[src/design/adit_pkg.sv]
// Package for the aged device id table: command and status codes,
// the slot entry and result types, and the slot read-out function.
// No dependencies; adit_cfg_if and the top level use it by scoped names.
package adit_pkg;

	// Width of the configuration register index.
	localparam int CfgIdxW = 1;

	// Limit value at reset, and the data age of a slot that was never written.
	localparam logic [3:0] LimitAtReset = 4'd10;

	// Configuration register indexes.
	localparam logic [CfgIdxW-1:0] CFG_SEEN_LIMIT = 1'b0;
	localparam logic [CfgIdxW-1:0] CFG_DATA_LIMIT = 1'b1;

	typedef enum logic [2:0] {
		CMD_SEEN  = 3'd0,
		CMD_STORE = 3'd1,
		CMD_END   = 3'd2,
		CMD_RSLOT = 3'd3,
		CMD_RID   = 3'd4
	} cmd_e_t;

	typedef enum logic [1:0] {
		STS_OK       = 2'd0,
		STS_EMPTY    = 2'd1,
		STS_STALE    = 2'd2,
		STS_NOTFOUND = 2'd3
	} status_t;

	// One slot of the table.
	typedef struct packed {
		logic [63:0]        id;
		logic [3:0]         seen_age;
		logic [3:0]         data_age;
		logic signed [15:0] reading;
	} entry_t;

	// One result item.
	typedef struct packed {
		status_t            status;
		logic [63:0]        id;
		logic signed [15:0] reading;
	} result_t;

	localparam entry_t ResetEntry = '{
		id: 64'd0, seen_age: 4'd0, data_age: LimitAtReset, reading: 16'sd0
	};

	localparam result_t ZeroResult = '{
		status: STS_OK, id: 64'd0, reading: 16'sd0
	};

	// Answer for a zero id or a slot outside the table.
	localparam result_t EmptyResult = '{
		status: STS_EMPTY, id: 64'd0, reading: 16'sd0
	};

	// Answer for a lookup of an id that is not in the table.
	localparam result_t NotFoundResult = '{
		status: STS_NOTFOUND, id: 64'd0, reading: 16'sd0
	};

	// Result of reading one slot: empty, stale or ok.
	function automatic result_t read_result(entry_t e, logic [3:0] data_limit);
		result_t r;
		r = ZeroResult;
		if (e.id == 64'd0) begin
			r.status = STS_EMPTY;
		end else if (e.data_age >= data_limit) begin
			r.status = STS_STALE;
			r.id     = e.id;
		end else begin
			r.status  = STS_OK;
			r.id      = e.id;
			r.reading = e.reading;
		end
		return r;
	endfunction

endpackage

[src/design/adit_req_if.sv]
// Request channel of the aged device id table: valid, ready and one command.
// Depends on nothing.
interface adit_req_if;
	logic               valid;
	logic               ready;
	logic [2:0]         command;
	logic [63:0]        device_id;
	logic [2:0]         slot;
	logic signed [15:0] reading;

	modport source (output valid, command, device_id, slot, reading, input ready);
	modport sink (input valid, command, device_id, slot, reading, output ready);
endinterface

[src/design/adit_rsp_if.sv]
// Result channel of the aged device id table: valid, ready and one result.
// Depends on nothing.
interface adit_rsp_if;
	logic               valid;
	logic               ready;
	logic [1:0]         status;
	logic [63:0]        id_out;
	logic signed [15:0] reading_out;

	modport source (output valid, status, id_out, reading_out, input ready);
	modport sink (input valid, status, id_out, reading_out, output ready);
endinterface

[src/design/adit_cfg_if.sv]
// Configuration write channel of the aged device id table.
// Depends on adit_pkg for the index width.
interface adit_cfg_if;
	logic                        valid;
	logic                        ready;
	logic [adit_pkg::CfgIdxW-1:0] index;
	logic [3:0]                  data;

	modport source (output valid, index, data, input ready);
	modport sink (input valid, index, data, output ready);
endinterface

[src/design/aged_device_id_table.sv]
// Top level of the aged device id table. Uses adit_pkg and the three
// channel interfaces adit_req_if, adit_rsp_if and adit_cfg_if.
//
// A table of SLOTS entries, each holding a device id, a signed reading and
// a seen age and data age, kept in one single-port-read, single-port-write
// memory. One request is handled at a time. seen_id, end_scan and read_by_id
// walk every slot through the one memory read port and a single compare and
// age-update unit, one slot per cycle. seen_id then rewrites the chosen
// slot; store_data and read_by_slot touch at most one slot; the other
// cases, a zero id included, touch no slot. A result that is not taken
// holds the next one in the sequencer for as long as it waits. The
// request side is ready again as soon as the result sits in the output
// register, even while that result waits to be taken. Per-slot valid bits
// give the reset contents at once, so there is no clearing pass after
// reset. Configuration writes are always taken and belong in idle periods.
module aged_device_id_table #(
	parameter int SLOTS = 8
) (
	input  logic       clk,
	input  logic       arst_n,
	adit_req_if.sink   req,
	adit_rsp_if.source rsp,
	adit_cfg_if.sink   cfg
);

	localparam int IW = $clog2(SLOTS);
	localparam logic [IW-1:0] LastSlot = IW'(SLOTS - 1);

	typedef enum logic [5:0] {
		ST_IDLE   = 6'b000001,
		ST_WALK   = 6'b000010,
		ST_PICK   = 6'b000100,
		ST_ISSUE  = 6'b001000,
		ST_MODIFY = 6'b010000,
		ST_RESP   = 6'b100000
	} state_t;

	state_t              state_q;
	logic [2:0]          cmd_q;
	logic [63:0]         id_q;
	logic [IW-1:0]       tgt_q;
	logic signed [15:0]  rdg_q;
	logic [3:0]          seen_lim_q;
	logic [3:0]          data_lim_q;
	logic [IW-1:0]       cnt_q;
	logic                issued_all_q;
	logic                live_s1;
	logic [IW-1:0]       idx_s1;
	logic                rvld_s1;
	adit_pkg::entry_t    rdat_s1;
	logic [SLOTS-1:0]    valid_q;
	logic                found_q;
	logic [IW-1:0]       found_idx_q;
	logic                empty_q;
	logic [IW-1:0]       empty_idx_q;
	logic [IW-1:0]       max_idx_q;
	logic [3:0]          max_age_q;
	adit_pkg::result_t   res_q;
	adit_pkg::result_t   rsp_q;
	logic                rsp_valid_q;
	adit_pkg::entry_t    mem_q [SLOTS];

	adit_pkg::entry_t    entry_s1;
	adit_pkg::entry_t    aged;
	adit_pkg::entry_t    wr_data;
	adit_pkg::result_t   slot_res;
	logic [IW-1:0]       rd_addr;
	logic [IW-1:0]       wr_addr;
	logic                wr_en;
	logic                hit;
	logic                walk_end;
	logic                req_fire;
	logic                slot_ok;

	assign req.ready = (state_q == ST_IDLE);
	assign cfg.ready = 1'b1;
	assign req_fire  = req.valid && (state_q == ST_IDLE);
	assign slot_ok   = 32'(req.slot) < SLOTS;

	assign rsp.valid       = rsp_valid_q;
	assign rsp.status      = rsp_q.status;
	assign rsp.id_out      = rsp_q.id;
	assign rsp.reading_out = rsp_q.reading;

	// A slot never written since reset reads as the reset entry.
	assign entry_s1 = rvld_s1 ? rdat_s1 : adit_pkg::ResetEntry;
	assign slot_res = adit_pkg::read_result(entry_s1, data_lim_q);
	assign hit      = (entry_s1.id == id_q);
	assign walk_end = (state_q == ST_WALK) && live_s1 && (idx_s1 == LastSlot);
	assign rd_addr  = (state_q == ST_WALK) ? cnt_q : tgt_q;

	// Shared age-update unit used by the end-of-scan walk.
	always_comb begin
		aged = entry_s1;
		if (entry_s1.id != 64'd0) begin
			if (entry_s1.seen_age < seen_lim_q) begin
				aged.seen_age = entry_s1.seen_age + 4'd1;
			end else begin
				aged.id = 64'd0;
			end
			if (entry_s1.data_age < data_lim_q) begin
				aged.data_age = entry_s1.data_age + 4'd1;
			end
		end
	end

	// Memory write selection: write-back during the scan walk, or the
	// read-modify-write of one slot.
	always_comb begin
		wr_en   = 1'b0;
		wr_addr = tgt_q;
		wr_data = entry_s1;
		if ((state_q == ST_WALK) && live_s1 && (cmd_q == adit_pkg::CMD_END)) begin
			wr_en   = 1'b1;
			wr_addr = idx_s1;
			wr_data = aged;
		end else if (state_q == ST_MODIFY) begin
			if (cmd_q == adit_pkg::CMD_SEEN) begin
				wr_en = 1'b1;
				wr_data.seen_age = 4'd0;
				if (!found_q) begin
					wr_data.id       = id_q;
					wr_data.data_age = data_lim_q;
				end
			end else if (cmd_q == adit_pkg::CMD_STORE) begin
				wr_en = 1'b1;
				wr_data.reading  = rdg_q;
				wr_data.data_age = 4'd0;
			end
		end
	end

	// Slot memory with registered read data.
	always_ff @(posedge clk) begin
		if (wr_en) begin
			mem_q[wr_addr] <= wr_data;
		end
		rdat_s1 <= mem_q[rd_addr];
	end

	// Request payload latch.
	always_ff @(posedge clk) begin
		if (req_fire) begin
			cmd_q <= req.command;
			id_q  <= req.device_id;
			rdg_q <= req.reading;
		end
	end

	// Sequencer, walk bookkeeping, valid bits, limits and output register.
	always_ff @(posedge clk or negedge arst_n) begin
		if (!arst_n) begin
			state_q      <= ST_IDLE;
			seen_lim_q   <= adit_pkg::LimitAtReset;
			data_lim_q   <= adit_pkg::LimitAtReset;
			valid_q      <= '0;
			rvld_s1      <= 1'b0;
			live_s1      <= 1'b0;
			idx_s1       <= '0;
			cnt_q        <= '0;
			issued_all_q <= 1'b0;
			tgt_q        <= '0;
			found_q      <= 1'b0;
			found_idx_q  <= '0;
			empty_q      <= 1'b0;
			empty_idx_q  <= '0;
			max_idx_q    <= '0;
			max_age_q    <= '0;
			res_q        <= adit_pkg::ZeroResult;
			rsp_q        <= adit_pkg::ZeroResult;
			rsp_valid_q  <= 1'b0;
		end else begin
			// Configuration writes.
			if (cfg.valid) begin
				if (cfg.index == adit_pkg::CFG_SEEN_LIMIT) begin
					seen_lim_q <= cfg.data;
				end else if (cfg.index == adit_pkg::CFG_DATA_LIMIT) begin
					data_lim_q <= cfg.data;
				end
			end

			// Read pipeline bookkeeping.
			rvld_s1 <= valid_q[rd_addr];
			live_s1 <= (state_q == ST_WALK) && !issued_all_q;
			idx_s1  <= cnt_q;
			if (wr_en) begin
				valid_q[wr_addr] <= 1'b1;
			end

			// The output register empties when its result is taken and no
			// new result replaces it.
			if (rsp_valid_q && rsp.ready && (state_q != ST_RESP)) begin
				rsp_valid_q <= 1'b0;
			end

			case (state_q)
				ST_IDLE: begin
					if (req.valid) begin
						tgt_q        <= IW'(req.slot);
						cnt_q        <= '0;
						issued_all_q <= 1'b0;
						found_q      <= 1'b0;
						empty_q      <= 1'b0;
						case (req.command)
							adit_pkg::CMD_SEEN, adit_pkg::CMD_RID: begin
								if (req.device_id == 64'd0) begin
									res_q   <= adit_pkg::EmptyResult;
									state_q <= ST_RESP;
								end else begin
									res_q   <= adit_pkg::ZeroResult;
									state_q <= ST_WALK;
								end
							end
							adit_pkg::CMD_END: begin
								res_q   <= adit_pkg::ZeroResult;
								state_q <= ST_WALK;
							end
							adit_pkg::CMD_STORE: begin
								res_q   <= adit_pkg::ZeroResult;
								state_q <= slot_ok ? ST_ISSUE : ST_RESP;
							end
							adit_pkg::CMD_RSLOT: begin
								res_q   <= slot_ok ? adit_pkg::ZeroResult
									: adit_pkg::EmptyResult;
								state_q <= slot_ok ? ST_ISSUE : ST_RESP;
							end
							default: begin
								res_q   <= adit_pkg::ZeroResult;
								state_q <= ST_RESP;
							end
						endcase
					end
				end

				ST_WALK: begin
					// Issue one slot read per cycle.
					if (!issued_all_q) begin
						if (cnt_q == LastSlot) begin
							issued_all_q <= 1'b1;
						end else begin
							cnt_q <= cnt_q + 1'b1;
						end
					end
					// Examine the slot read in the previous cycle.
					if (live_s1) begin
						if (hit && !found_q) begin
							found_q     <= 1'b1;
							found_idx_q <= idx_s1;
						end
						if ((entry_s1.id == 64'd0) && !empty_q) begin
							empty_q     <= 1'b1;
							empty_idx_q <= idx_s1;
						end
						if ((idx_s1 == '0) || (entry_s1.seen_age > max_age_q)) begin
							max_idx_q <= idx_s1;
							max_age_q <= entry_s1.seen_age;
						end
					end
					// The first hit gives the lookup answer; a scan answers zero
					// and a lookup that ends without a hit answers not found.
					if (walk_end && (cmd_q == adit_pkg::CMD_END)) begin
						res_q <= adit_pkg::ZeroResult;
					end else if (walk_end && (cmd_q == adit_pkg::CMD_RID) && !found_q
							&& !hit) begin
						res_q <= adit_pkg::NotFoundResult;
					end else if (live_s1 && hit && !found_q) begin
						res_q <= slot_res;
					end
					if (walk_end) begin
						state_q <= (cmd_q == adit_pkg::CMD_SEEN) ? ST_PICK : ST_RESP;
					end
				end

				ST_PICK: begin
					// Known slot first, then the first empty one, else the oldest.
					res_q <= adit_pkg::ZeroResult;
					if (found_q) begin
						tgt_q <= found_idx_q;
					end else if (empty_q) begin
						tgt_q <= empty_idx_q;
					end else begin
						tgt_q <= max_idx_q;
					end
					state_q <= ST_ISSUE;
				end

				ST_ISSUE: begin
					state_q <= ST_MODIFY;
				end

				ST_MODIFY: begin
					if (cmd_q == adit_pkg::CMD_RSLOT) begin
						res_q <= slot_res;
					end
					state_q <= ST_RESP;
				end

				ST_RESP: begin
					if (!rsp_valid_q || rsp.ready) begin
						rsp_q       <= res_q;
						rsp_valid_q <= 1'b1;
						state_q     <= ST_IDLE;
					end
				end

				default: begin
					state_q <= ST_IDLE;
				end
			endcase
		end
	end

endmodule
[src/flat_wrapper.sv]
// flat-port wrapper written by rule: the top's interface ports become plain ports
module aged_device_id_table_flat 
#(
	parameter int SLOTS = 8
)
  (clk, arst_n, req_valid, req_command, req_device_id, req_slot, req_reading, req_ready, rsp_valid, rsp_status, rsp_id_out, rsp_reading_out, rsp_ready, cfg_valid, cfg_index, cfg_data, cfg_ready);
  adit_req_if req_i ();
  adit_rsp_if rsp_i ();
  adit_cfg_if cfg_i ();
  input  logic clk;
  input  logic arst_n;
  input wire logic [$bits(req_i.valid)-1:0] req_valid;
  input wire logic [$bits(req_i.command)-1:0] req_command;
  input wire logic [$bits(req_i.device_id)-1:0] req_device_id;
  input wire logic [$bits(req_i.slot)-1:0] req_slot;
  input wire logic [$bits(req_i.reading)-1:0] req_reading;
  output wire logic [$bits(req_i.ready)-1:0] req_ready;
  output wire logic [$bits(rsp_i.valid)-1:0] rsp_valid;
  output wire logic [$bits(rsp_i.status)-1:0] rsp_status;
  output wire logic [$bits(rsp_i.id_out)-1:0] rsp_id_out;
  output wire logic [$bits(rsp_i.reading_out)-1:0] rsp_reading_out;
  input wire logic [$bits(rsp_i.ready)-1:0] rsp_ready;
  input wire logic [$bits(cfg_i.valid)-1:0] cfg_valid;
  input wire logic [$bits(cfg_i.index)-1:0] cfg_index;
  input wire logic [$bits(cfg_i.data)-1:0] cfg_data;
  output wire logic [$bits(cfg_i.ready)-1:0] cfg_ready;
  assign req_i.valid = req_valid;
  assign req_i.command = req_command;
  assign req_i.device_id = req_device_id;
  assign req_i.slot = req_slot;
  assign req_i.reading = req_reading;
  assign req_ready = req_i.ready;
  assign rsp_valid = rsp_i.valid;
  assign rsp_status = rsp_i.status;
  assign rsp_id_out = rsp_i.id_out;
  assign rsp_reading_out = rsp_i.reading_out;
  assign rsp_i.ready = rsp_ready;
  assign cfg_i.valid = cfg_valid;
  assign cfg_i.index = cfg_index;
  assign cfg_i.data = cfg_data;
  assign cfg_ready = cfg_i.ready;
  aged_device_id_table #(.SLOTS(SLOTS)) u_core (.clk(clk), .arst_n(arst_n), .req(req_i), .rsp(rsp_i), .cfg(cfg_i));
endmodule
[config.mk]
export PLATFORM = sky130hd
export DESIGN_NAME = aged_device_id_table_flat
export DESIGN_NICKNAME = d
export VERILOG_FILES = /design/src/design/adit_pkg.sv /design/src/design/adit_req_if.sv /design/src/design/adit_rsp_if.sv /design/src/design/adit_cfg_if.sv /design/src/design/aged_device_id_table.sv /design/src/flat_wrapper.sv
export SDC_FILE = /design/constraint.sdc
export NUM_CORES = 2
export LEC_CHECK = 0
export BUFFER_PORTS_ARGS = -buffer_cell sky130_fd_sc_hd__buf_2
export CORE_UTILIZATION = 45
export CTS_CLUSTER_SIZE = 40
export DETAILED_ROUTE_END_ITERATION = 7
export SLEW_MARGIN = 30
export SYNTH_ARGS = -nofsm -noshare
export SYNTH_HDL_FRONTEND = slang
export SYNTH_SLANG_ARGS = --single-unit
export TNS_END_PERCENT = 100
[constraint.sdc]
create_clock -name clk -period 7.2 [get_ports clk]
set_input_delay 0.36 -clock clk [delete_from_list [all_inputs] [get_ports clk]]
set_output_delay 0.36 -clock clk [all_outputs]
set_load 0.02 [all_outputs]
==> results.md <==
- # DRC: 0
- Number of global-route vias before repair: roughly 24k
- Area Overhead vs Synth: 15.97%
- VDD IR max: roughly 0.18 mV
- GRT Total Usage: 23.06%
- HP Start: req_command[1]
- CP bufs+invs: 2
- Worst hold path depth: 1
- Worst Path Max Fanout: 94
- Fraction of layout cells with a size suffix above 1: between 20% and 30%
- Static Leak: 15.30 nW
- Overflow after GRT: 0
- DRT antenna net count: 0
- Design area: approximately 49000 µm²
- Synth unique cells: 60
- Clock Skew: 0.02573 ns
- Worst R2R Setup Slack: around 2.4 ns
- # IOs: between 150 and 200
- Core area: 93610 µm²
- Initial antenna violation count: 1
- TritonCTS clock tree: yes
- H-tree Lvls: 3
- Site Rows: 112
- Final period utilization: between 60% and 70%
- Final min period: 4.766 ns
- Die Wd: between 300 and 400 µm
- Die area: ~96000 µm²
- Post-DR wirelength/cell: ~26 µm
- Critical path's slowest cell: dfrtp_4
- Hpwl dp: 64690 µm
- Endpoints failing setup: 0
- Sequential share of the synthesized area: between 70% and 80%
- Post-synth EDFFs: slightly below 800
- PD cells: 246.6 nW/µm²
- Seq cells post-synth: 1089
- Post-DP Area: roughly 45000 µm²
- F_max: approximately 0.21 GHz
- Max_slew headroom: between 30% and 40%
- Die Ht: a little over 300 µm
- Via/cell ratio: ~5.7
- Starting DRT DRC Count: ~2.3k
- Async SR Flop Fraction: between 10% and 20%
- Setup TNS: 0 ns
- Arrival @ worst endpoint: around 5.4 ns
- Worst EP required: between 7 and 8 ns
- Pin count of the biggest net entering global routing: ~110
- Max clock buf depth: 3
- Worst R2R End: u_core.res_q[58]
- First-pass GRT wire length: between 150000 and 200000 µm
- CP endpoint kind: flip-flop
- I/O Buffers: roughly 180
- Critical R2R Launch: u_core.rvld_s1
- Dpl cells: between 3k and 4k
- Type of origin of the critical path: flip-flop
- TritonCTS Buffers: 107
- RSZ-0062 raised after global routing: false
- Total power: ~12 mW
- Worst skew pair latency: between 0.6 and 0.7 ns
- Crit-path cells: buf_4, nor4bb_1, a22oi_1, a22oi_1, nand4_1, or4_4, o41a_1, nand2_8, buf_4, mux2i_1
- DRT Pass-1 Iters: 8
- Min Hold Slack: 0.02887 ns
- Status: completed
- Synthesized area: approximately 43000 µm²
- PostCTS Resize Cnt: 0
- Worst slew pin tran: 0.9942 ns
- Post-Synthesis Net Count: 2619
- Hold EP: u_core.cmd_q[1]
- Reg clk slew, reported paths: ~0.06 ns
- Nets: 2908
- Total detailed-routing wirelength: between 100000 and 150000 µm
- Top delay family on crit path: simple AND/OR/NAND/NOR gates
- Starting Density: 45.57%
- CP max stage delay: between 0.9 and 1 ns
- Commonest non-fill, non-tap cell in the layout: edfxtp_1
- Final Max Slew Viols: 0
- GP Congestion: roughly 0.8
- Most common flop cell mapped by yosys: edfxtp_1
- Num Clock Sinks: approximately 1.1k
- Worst reg2reg path depth: 10
- Most frequent cells in the layout: 787 x edfxtp_1, 216 x nand2_1, 208 x dfrtp_1
- Syn avg cell area: approximately 17 µm²
- Fill cell count: between 7k and 8k
- Final Hold Fails: 0
- Finished Layout Cells: between 4k and 5k
- Hold Crit Class: input port to flip-flop
- Critical path class: flip-flop to flip-flop
- Via count: 23.83k
- YS warnings: 0
- Root buf cell: clkbuf_16
- Max Cap Viol: 0
- Syn Inst Count: 2509
-- registers in the layout, indices dropped and copies added, names as in the netlist, 4 cells and up --
register,cells
u_core.seen_lim_q,4
u_core.res_q,82
u_core.rsp.reading_out,16
u_core.id_q,64
u_core.data_lim_q,4
u_core.rsp.id_out,64
u_core.max_age_q,4
u_core.rdat_s1,88
u_core.state_q,6
u_core.rdg_q,16
u_core.valid_q,8
u_core.mem_q,704
-- layout make-up --
cell class              count  area, µm²  share of cell area [%]
flip-flops and latches   1089      30760                   62.17
multi-input cells        1198      11100                   22.43
clock buffers             159       3045                   6.155
repair buffers            302       2288                   4.625
well taps                1254       1569                   3.171
inverters                 100      377.9                  0.7637
clock inverters            41      331.6                  0.6702
diodes                      3      7.507                 0.01517
-- worst max-delay path by stage --
| stage | start | end | slack [ns] | depth (start not counted) |
|---|---|---|---|---|
| 2_1_floorplan | u_core.state_q[3] | u_core.valid_q[5] | 1.03 | 9 |
| 3_3_place_gp | u_core.rvld_s1 | u_core.res_q[73] | 2.26 | 10 |
| 3_5_place_dp | u_core.rvld_s1 | u_core.res_q[58] | 2.20 | 10 |
| 4_1_cts | u_core.rvld_s1 | u_core.res_q[58] | 2.17 | 10 |
| 5_1_grt | u_core.rvld_s1 | u_core.res_q[58] | 2.21 | 10 |
| 6_report | u_core.rvld_s1 | u_core.res_q[58] | 2.43 | 10 |
-- worst reg2reg max path: stages (launching register included) --
cell and delay, ns:
dfrtp_4 0.92, buf_4 0.61, nor4bb_1 0.33, a22oi_1 0.12, a22oi_1 0.20, nand4_1 0.13, or4_4 0.53, o41a_1 0.45
nand2_8 0.39, buf_4 0.71, mux2i_1 0.29
-- kinds of logic (layout without fill, tap and decap cells) --
kind of cell | after synthesis | in the layout | synth area share [%]
other | 1 | 4 | 0.008790
AO/OA/AOI/OAI | 303 | 303 | 4.578
buffers and inverters | 222 | 602 | 2.232
adder cells (fa/ha/maj) | 14 | 14 | 0.4106
XOR/XNOR | 36 | 36 | 0.7391
flip-flops | 1089 | 1089 | 72.09
multiplexers | 374 | 374 | 14.30
AND/OR/NAND/NOR | 470 | 470 | 5.634
-- metal layers --
metal / wire (µm) / vias to the layer above / global-route usage, %
met2: 51510 / 880 / 36.41
met1: 46920 / 12410 / 32.69
met5: 0 / - / 0
met3: 7214 / 172 / 3.515
met4: 3454 / 0 / 8.180
li1: - / 10360 / -
-- repair_timing --
action,in CTS,in global routing
setup endpoints to repair,0,0
endpoints found under the hold margin,160,0
buffers inserted,0,0
hold buffers,89,0
-- synthesized netlist by cell type (3+ instances only) --
cell / n / area share (%)
edfxtp_1: 787 / 55
nand2_1: 216 / 1.9
dfrtp_1: 209 / 12
mux4_2: 178 / 9.4
o21ai_0: 142 / 1.7
mux2_2: 104 / 2.7
inv_1: 100 / 0.88
mux2i_1: 91 / 2.1
dfxtp_1: 88 / 4.1
clkbuf_1: 76 / 0.67
a22o_1: 64 / 1.3
nand4_1: 63 / 0.92
nor2_1: 52 / 0.46
a22oi_1: 49 / 0.86
nor4_1: 35 / 0.51
xnor2_1: 34 / 0.70
nor4bb_1: 32 / 0.75
buf_2: 26 / 0.31
a21oi_1: 17 / 0.20
ha_1: 14 / 0.41
nor3_1: 11 / 0.13
nand2b_1: 10 / 0.15
buf_6: 9 / 0.24
o21ai_1: 8 / 0.094
or2_2: 8 / 0.12
nand3_1: 7 / 0.082
and2_1: 6 / 0.088
buf_1: 6 / 0.053
nor2b_1: 6 / 0.088
nor3b_1: 6 / 0.11
or3_1: 6 / 0.088
buf_4: 5 / 0.088
dfstp_2: 5 / 0.31
a31oi_1: 4 / 0.059
a221o_1: 3 / 0.070
nand3b_1: 3 / 0.053
-- report_power, final --
part	switching, mW	internal [mW]
logic	0.0816	0.0658
clock network	2.31	3.06
registers	0.00559	6.67
total	2.40	9.80
-- per-stage QoR --
stage / utilization [%] / worst slack (ns)
final: 52.85 / 2.434
after detailed placement: 48.22 / 2.199
after floorplan: - / 1.035
after CTS: 52.78 / 2.169
after global placement: 48.09 / 2.260
after global routing: 52.84 / 2.206
Note: power is estimated with default switching activity, not from simulation.
